## src/design/sws_pkg.sv

```systemverilog
// Shared types and constants of the wire heat and hold sequencer.
`default_nettype none

package sws_pkg;

    localparam int NUM_CH = 3;

    localparam logic [2:0] CMD_TICK     = 3'd0;
    localparam logic [2:0] CMD_CONTRACT = 3'd1;
    localparam logic [2:0] CMD_RELEASE  = 3'd2;
    localparam logic [2:0] CMD_ACTIVATE = 3'd3;
    localparam logic [2:0] CMD_STOP_ALL = 3'd4;

    localparam logic [1:0] MODE_OFF  = 2'd0;
    localparam logic [1:0] MODE_HEAT = 2'd1;
    localparam logic [1:0] MODE_HOLD = 2'd2;

    localparam logic [1:0] REG_FULL_DUTY = 2'd0;
    localparam logic [1:0] REG_HOLD_DUTY = 2'd1;
    localparam logic [1:0] REG_HEAT_TIME = 2'd2;
    localparam logic [1:0] REG_COOL_TIME = 2'd3;

    localparam logic [7:0]  FULL_DUTY_RST = 8'd255;
    localparam logic [7:0]  HOLD_DUTY_RST = 8'd128;
    localparam logic [15:0] HEAT_TIME_RST = 16'd100;
    localparam logic [15:0] COOL_TIME_RST = 16'd1000;
    localparam logic [15:0] COOL_MAX      = 16'hFFFF;

    typedef struct packed {
        logic [7:0]  full_duty;
        logic [7:0]  hold_duty;
        logic [15:0] heat_time_ms;
        logic [15:0] cool_time_ms;
    } cfg_t;

    typedef struct packed {
        logic [7:0] duty;
        logic       active;
        logic       ready;
    } chan_status_t;

endpackage

`default_nettype wire

```

## src/design/sma_wire_heat_hold_sequencer_core.sv

```systemverilog
// Top level of the three-channel wire heat and hold sequencer.
//
// A request carries cmd, channel and hold_ms on a valid/ready channel.
// Each accepted request updates the channel state in the same clock edge
// and loads exactly one result (all three duties, the active mask and the
// readiness of the addressed channel) into the result register.
// out_valid rises in the cycle after acceptance; while results are taken,
// one request can be accepted in every cycle (single result register).
// While a result waits and out_ready is low, in_ready is low; in_ready is
// high whenever the result register is empty or being emptied.
// Configuration registers are written through cfg_we, cfg_addr and
// cfg_wdata at any edge with cfg_we high, and must be written only while
// no request is in flight.
// Reset clears every channel to off with its cool timer at zero, loads the
// default configuration and empties the result register.
`default_nettype none

module sma_wire_heat_hold_sequencer_core (
    input  wire logic         clk,
    input  wire logic         rst_n,
    input  wire logic         cfg_we,
    input  wire logic [1:0]   cfg_addr,
    input  wire logic [15:0]  cfg_wdata,
    input  wire logic         in_valid,
    output logic              in_ready,
    input  wire logic [2:0]   cmd,
    input  wire logic [2:0]   channel,
    input  wire logic [15:0]  hold_ms,
    output logic              out_valid,
    input  wire logic         out_ready,
    output logic [7:0]        duty_spine,
    output logic [7:0]        duty_front,
    output logic [7:0]        duty_rear,
    output logic [2:0]        active_mask,
    output logic              ready_res
);
    import sws_pkg::*;

    cfg_t         cfg;
    chan_status_t status [NUM_CH];
    logic         req_en;
    logic         ch_valid;
    logic         out_valid_reg;
    logic [7:0]   duty_reg [NUM_CH];
    logic [2:0]   active_reg;
    logic         ready_reg;
    logic [2:0]   active_next;

    assign in_ready = !out_valid_reg || out_ready;
    assign req_en   = in_valid && in_ready;
    assign ch_valid = (channel < 3'(NUM_CH));

    sws_cfg u_cfg (
        .clk       (clk),
        .rst_n     (rst_n),
        .cfg_we    (cfg_we),
        .cfg_addr  (cfg_addr),
        .cfg_wdata (cfg_wdata),
        .cfg       (cfg)
    );

    for (genvar c = 0; c < NUM_CH; c++)
    begin : g_chan
        sws_chan u_chan (
            .clk         (clk),
            .rst_n       (rst_n),
            .req_en      (req_en),
            .cmd         (cmd),
            .sel         (channel == 3'(c)),
            .hold_ms     (hold_ms),
            .cfg         (cfg),
            .status      (status[c])
        );
        assign active_next[c] = status[c].active;
    end

    always_ff @(posedge clk or negedge rst_n)
    begin
        if (!rst_n)
        begin
            out_valid_reg <= 1'b0;
        end
        else if (in_ready)
        begin
            out_valid_reg <= in_valid;
        end
    end

    always_ff @(posedge clk)
    begin
        if (req_en)
        begin
            for (int c = 0; c < NUM_CH; c++)
            begin
                duty_reg[c] <= status[c].duty;
            end
            active_reg <= active_next;
            ready_reg  <= ch_valid && status[channel[1:0]].ready;
        end
    end

    assign out_valid   = out_valid_reg;
    assign duty_spine  = duty_reg[0];
    assign duty_front  = duty_reg[1];
    assign duty_rear   = duty_reg[2];
    assign active_mask = active_reg;
    assign ready_res   = ready_reg;

    a_accept_loads: assert property (@(posedge clk) disable iff (!rst_n)
        req_en |=> out_valid_reg)
        else $error("Accepted request produced no result.");

    a_stop_clears: assert property (@(posedge clk) disable iff (!rst_n)
        req_en && cmd == CMD_STOP_ALL |=> active_reg == 3'd0)
        else $error("Stop-all left a channel active.");

    a_stall_holds_input: assert property (@(posedge clk) disable iff (!rst_n)
        !in_ready |-> out_valid_reg && !out_ready)
        else $error("Input stalled without a waiting result.");

endmodule

`default_nettype wire

```

## src/design/sws_cfg.sv

```systemverilog
// Configuration register file of the sequencer.
`default_nettype none

module sws_cfg (
    input  wire logic         clk,
    input  wire logic         rst_n,
    input  wire logic         cfg_we,
    input  wire logic [1:0]   cfg_addr,
    input  wire logic [15:0]  cfg_wdata,
    output sws_pkg::cfg_t     cfg
);
    import sws_pkg::*;

    cfg_t cfg_reg;

    always_ff @(posedge clk or negedge rst_n)
    begin
        if (!rst_n)
        begin
            cfg_reg.full_duty    <= FULL_DUTY_RST;
            cfg_reg.hold_duty    <= HOLD_DUTY_RST;
            cfg_reg.heat_time_ms <= HEAT_TIME_RST;
            cfg_reg.cool_time_ms <= COOL_TIME_RST;
        end
        else if (cfg_we)
        begin
            unique case (cfg_addr)
                REG_FULL_DUTY: cfg_reg.full_duty    <= cfg_wdata[7:0];
                REG_HOLD_DUTY: cfg_reg.hold_duty    <= cfg_wdata[7:0];
                REG_HEAT_TIME: cfg_reg.heat_time_ms <= cfg_wdata;
                REG_COOL_TIME: cfg_reg.cool_time_ms <= cfg_wdata;
                default:       cfg_reg              <= cfg_reg;
            endcase
        end
    end

    assign cfg = cfg_reg;

endmodule

`default_nettype wire

```

## src/design/sws_chan.sv

```systemverilog
// State and timers of one wire channel.
`default_nettype none

module sws_chan (
    input  wire logic           clk,
    input  wire logic           rst_n,
    input  wire logic           req_en,
    input  wire logic [2:0]     cmd,
    input  wire logic           sel,
    input  wire logic [15:0]    hold_ms,
    input  sws_pkg::cfg_t       cfg,
    output sws_pkg::chan_status_t status
);
    import sws_pkg::*;

    logic [1:0]  mode_reg, mode_next;
    logic [15:0] heat_left_reg, heat_left_next;
    logic        pending_reg, pending_next;
    logic [15:0] hold_left_reg, hold_left_next;
    logic [15:0] cool_reg, cool_next;
    logic [15:0] heat_dec;
    logic [15:0] hold_dec;

    assign heat_dec = (heat_left_reg != 16'd0) ? heat_left_reg - 16'd1 : 16'd0;
    assign hold_dec = (hold_left_reg != 16'd0) ? hold_left_reg - 16'd1 : 16'd0;

    always_comb
    begin
        mode_next      = mode_reg;
        heat_left_next = heat_left_reg;
        pending_next   = pending_reg;
        hold_left_next = hold_left_reg;
        cool_next      = cool_reg;
        if (req_en)
        begin
            unique case (cmd) inside
                CMD_TICK:
                begin
                    if (cool_reg != COOL_MAX)
                    begin
                        cool_next = cool_reg + 16'd1;
                    end
                    if (mode_reg == MODE_HEAT)
                    begin
                        heat_left_next = heat_dec;
                        if (heat_dec == 16'd0)
                        begin
                            mode_next = MODE_HOLD;
                            if (pending_reg && hold_left_reg == 16'd0)
                            begin
                                mode_next      = MODE_OFF;
                                pending_next   = 1'b0;
                                hold_left_next = 16'd0;
                                cool_next      = 16'd0;
                            end
                        end
                    end
                    else if (mode_reg == MODE_HOLD && pending_reg)
                    begin
                        hold_left_next = hold_dec;
                        if (hold_dec == 16'd0)
                        begin
                            mode_next      = MODE_OFF;
                            pending_next   = 1'b0;
                            heat_left_next = 16'd0;
                            cool_next      = 16'd0;
                        end
                    end
                end
                CMD_CONTRACT, CMD_ACTIVATE:
                begin
                    if (sel)
                    begin
                        pending_next   = (cmd == CMD_ACTIVATE);
                        hold_left_next = (cmd == CMD_ACTIVATE) ? hold_ms : 16'd0;
                        mode_next      = MODE_HEAT;
                        heat_left_next = cfg.heat_time_ms;
                        if (cfg.heat_time_ms == 16'd0)
                        begin
                            mode_next = MODE_HOLD;
                            if (cmd == CMD_ACTIVATE && hold_ms == 16'd0)
                            begin
                                mode_next    = MODE_OFF;
                                pending_next = 1'b0;
                                cool_next    = 16'd0;
                            end
                        end
                    end
                end
                CMD_RELEASE:
                begin
                    if (sel)
                    begin
                        mode_next      = MODE_OFF;
                        pending_next   = 1'b0;
                        hold_left_next = 16'd0;
                        heat_left_next = 16'd0;
                        cool_next      = 16'd0;
                    end
                end
                CMD_STOP_ALL:
                begin
                    mode_next      = MODE_OFF;
                    pending_next   = 1'b0;
                    hold_left_next = 16'd0;
                    heat_left_next = 16'd0;
                end
                default:
                begin
                    mode_next = mode_reg;
                end
            endcase
        end
    end

    always_ff @(posedge clk or negedge rst_n)
    begin
        if (!rst_n)
        begin
            mode_reg      <= MODE_OFF;
            heat_left_reg <= 16'd0;
            pending_reg   <= 1'b0;
            hold_left_reg <= 16'd0;
            cool_reg      <= 16'd0;
        end
        else
        begin
            mode_reg      <= mode_next;
            heat_left_reg <= heat_left_next;
            pending_reg   <= pending_next;
            hold_left_reg <= hold_left_next;
            cool_reg      <= cool_next;
        end
    end

    always_comb
    begin
        status.duty   = (mode_next == MODE_HEAT) ? cfg.full_duty
                      : (mode_next == MODE_HOLD) ? cfg.hold_duty : 8'd0;
        status.active = (mode_next != MODE_OFF);
        status.ready  = (mode_next == MODE_OFF) && (cool_next >= cfg.cool_time_ms);
    end

    a_off_clear: assert property (@(posedge clk) disable iff (!rst_n)
        mode_reg == MODE_OFF |-> heat_left_reg == 16'd0 && hold_left_reg == 16'd0
                                 && !pending_reg)
        else $error("Off channel holds live timer state.");

    a_heat_nonzero: assert property (@(posedge clk) disable iff (!rst_n)
        mode_reg == MODE_HEAT |-> heat_left_reg != 16'd0)
        else $error("Heating channel has no heat time left.");

    a_hold_needs_pending: assert property (@(posedge clk) disable iff (!rst_n)
        !pending_reg |-> hold_left_reg == 16'd0)
        else $error("Hold counter set without a pending release.");

endmodule

`default_nettype wire
```

## config.mk

```make
export PLATFORM = sky130hd
export DESIGN_NAME = sma_wire_heat_hold_sequencer_core
export DESIGN_NICKNAME = d
export VERILOG_FILES = /design/src/design/sws_pkg.sv /design/src/design/sma_wire_heat_hold_sequencer_core.sv /design/src/design/sws_cfg.sv /design/src/design/sws_chan.sv
export SDC_FILE = /design/constraint.sdc
export NUM_CORES = 1
export LEC_CHECK = 0
export BUFFER_PORTS_ARGS = -buffer_cell sky130_fd_sc_hd__buf_2
export CAP_MARGIN = 20
export CORE_MARGIN = 1.5
export CORE_UTILIZATION = 60
export CTS_CLUSTER_DIAMETER = 40
export DETAILED_ROUTE_END_ITERATION = 8
export PLACE_DENSITY_LB_ADDON = 0.25
export SLEW_MARGIN = 20
export SYNTH_ARGS = -nofsm -noshare
export SYNTH_HDL_FRONTEND = slang
export SYNTH_HIERARCHICAL = 1
export SYNTH_SLANG_ARGS = --single-unit
```

## constraint.sdc

```tcl
create_clock -name clk -period 14.6 [get_ports clk]
set_clock_uncertainty 0.1 [all_clocks]
set_input_delay 1.46 -clock clk [delete_from_list [all_inputs] [get_ports clk]]
set_output_delay 1.46 -clock clk [all_outputs]
set_load 0.02 [all_outputs]
```

==> metrics <==
fin nets=1947; synthesized netlist net count=approximately 1900; worst hold path class=flop to flop; clock slew seen by the registers of the worst setup and hold paths=roughly 50 ps; compound-cell area share of the yosys netlist=0.240; CTS Buf Count=41; vias in the first global route=between 10000 and 15000; CTS Root Cell=clkbuf_16; Vias per Instance=6.77; Setup crit end kind=flop; clk_lat worst skew=roughly 550 ps; cts repair resizes=0; EDFF count, synth=28; Pleak=approximately 7.4 nW; largest net degree at the start of global routing=between 70 and 80; hold slack=between 400 and 500 ps; sequential share of the synthesized area=0.377; routed wire length=46800 µm; antenna viol nets, final=0; max-cap violations=0; first-pass GRT wire length=74100 µm; die area=27200 µm²; clk sinks=230; Pins Over Slew Limit=0; GP Congestion=0.961; Max H-tree Level=2; RSZ-0062 raised after global routing=no; Post-Synthesis Cells=1779; YS warnings=6; total track usage=0.345; Peak Freq=approximately 160 MHz; Final setup violation count=0; routed len/inst=approximately 21 µm; Worst Path Required=between 10000 and 15000 ps; Iter 0 DRT Violations=between 1500 and 2000; Core Region=25900 µm²; Synth Cell Area=roughly 16000 µm²; Post-DP HPWL=~32000 µm; ratio of cells with drive above 1 in the final layout=0.156; Worst setup SP type=flop; TritonRoute pass-1 iters=8; outcome=complete, no violations; chip height=approximately 160 µm; via count=approximately 15000; I/O pins=75; worst rel slew slack=0.265; Row Count=between 50 and 60; Top FF cell, synth=dfrtp_1; minimum clock period=about 6400 ps; area grow syn2layout=13.4%; FF+latch count, synth=230; Post-Synth Adder-Cell Area=0.0494; antenna violations before repair=0; grt total ovfl=0; CTS tree=done; Final Hold Viols=0; area share of and/or/nand/nor cells after synthesis=0.229; worst slew pin tran=~1100 ps; syn avg cell area=8.83 µm²; fin crit share=0.442; ANT cells=0; CP Class=flop to flop; Setup Buffers After CTS=0; worst-path fanout max=21; DRC Markers=0; crit path DAT=roughly 6600 ps; Fin Setup TNS=0 ps; Peak VDD IR=between 150 and 200 µV; fin util=0.687; Starting Density=0.606; number of I/O port buffers=74; Die W=between 150 and 200 µm; Unique masters post-synth=110; largest family of logic cells by synthesized area=compound AO/OA/AOI/OAI gates; mux share of post-synthesis cell area=0.0489; Max Root-Sink Buffers=3; post-synthesis xor/xnor area fraction=0.00613; pwr/cell area=about 170 nW/µm²; CTS Hold Bufs=0; Post-synth ARST share=0.878
==> cell type report <==
cell class | instances | area, µm²
multi-input cells | 1359 | 9040
fillers | 1950 | 8100
flip-flops and latches | 230 | 5920
clock buffers | 50 | 1110
repair buffers | 92 | 526
inverters | 116 | 435
well taps | 335 | 419
clock inverters | 26 | 365
==> cell usage after synthesis (19+ instances only) <==
cell      number  share of area
nor3_1        53          0.017
o21ai_1       55          0.018
a22o_1        30          0.017
a32oi_1       26          0.014
inv_1        114          0.027
dfrtp_1      184           0.29
nand2b_1      27          0.011
clkbuf_1      48          0.011
a211oi_1      19         0.0091
nor2_1       150          0.036
edfxtp_1      28          0.054
nand2_1      122          0.029
ha_1          62          0.049
nor2b_1       23         0.0092
a22oi_1       22          0.011
nand3_1       43          0.014
or3_1         23         0.0092
o31ai_1       22          0.011
nand4_1       34          0.014
a21oi_1      117          0.037
o21ai_0      111          0.035
mux2_2        49          0.035
a31oi_1       26          0.010
nor4_1        50          0.020
==> path summary, 6_finish.rpt <==
check | cells past startpoint | to | slack, ps | from
max in group asynchronous | 2 | u_cfg/cfg[10] | 12100 | rst_n
setup / recovery | 20 | ready_res | 8150 | g_chan[0].u_chan/hold_left_reg[2]
min in group asynchronous | 1 | g_chan[0].u_chan/hold_left_reg[1] | 830 | rst_n
hold / removal | 2 | g_chan[1].u_chan/hold_left_reg[1] | 440 | g_chan[1].u_chan/hold_left_reg[1]
hold reg to reg | 2 | g_chan[1].u_chan/hold_left_reg[1] | 440 | g_chan[1].u_chan/hold_left_reg[1]
setup reg to reg | 20 | ready_res | 8150 | g_chan[0].u_chan/hold_left_reg[2]
==> metrics by stage <==
stage          instance area, µm²  power [W]  instances  setup slack (ps)
2_1_floorplan               15700    0.00171       1779              8250
5_1_grt                     17800    0.00322       2208              7510
6_report                    17800    0.00305       2208              8150
3_5_place_dp                16300    0.00201       2130              8320
4_1_cts                     17800    0.00303       2206              8270
3_3_place_gp                16300    0.00198       2130              8410
==> power by group <==
part	switching (W)	leakage (nW)	internal (W)	total, W
Clock	0.000358	0.708	0.000657	0.00102
Sequential	0.000211	2.85	0.000800	0.00101
Combinational	0.000629	3.84	0.000395	0.00102
Total	0.00120	7.40	0.00185	0.00305
==> layer usage <==
metal,vias to the layer above,routed length [µm],share of wire,GRT usage
met3,133,4050,0.086,0.0701
met5,-,0,0,0
met4,0,1910,0.041,0.151
met1,7148,19800,0.42,0.473
met2,793,21000,0.45,0.530
li1,6875,-,-,-
==> worst max-delay path, stage by stage (launching register included) <==
cell       delay (ps)
dfrtp_1           450
nor4_2            890
nand4_1           380
xnor2_1           220
or3_1             400
o21ai_1           280
nand2_1           520
and3_1            510
a22oi_1           200
ha_1              250
nand2b_1          140
a21o_1            170
a21o_1            170
a21o_1            180
a2111oi_0         410
nor3_1            100
o31ai_1           280
a211oi_2          110
nor2b_1           140
a211oi_1          200
a211oi_1           70
==> cells in the final DEF (no fill, tap or decap), types with 17 or more instances in the layout <==
cell type / n
nor4_1: 50
inv_1: 114
mux2_2: 49
o21ai_0: 110
clkbuf_16: 41
dfrtp_1: 184
a31oi_1: 26
or3_1: 23
a32oi_1: 26
nand3_1: 43
nor2_1: 150
a211oi_1: 19
and2_1: 17
dfstp_2: 18
buf_2: 73
nor3_1: 52
nand2b_1: 27
a21oi_1: 117
nand4_1: 34
a21o_1: 18
a22o_1: 30
nand2_1: 122
edfxtp_1: 28
ha_1: 62
nor2b_1: 23
o31ai_1: 21
o21ai_1: 56
a22oi_1: 22
mux2i_1: 18
==> cell families after synthesis <==
kind of cell | count (synthesis)
DFF | 230
buffers and inverters | 190
muxes | 70
adders and majority gates | 62
and+or+nand+nor | 652
AOI/OAI and AO/OA | 564
xor gates and xnor gates | 11
No activity file was read; power rests on OpenSTA's default activity.
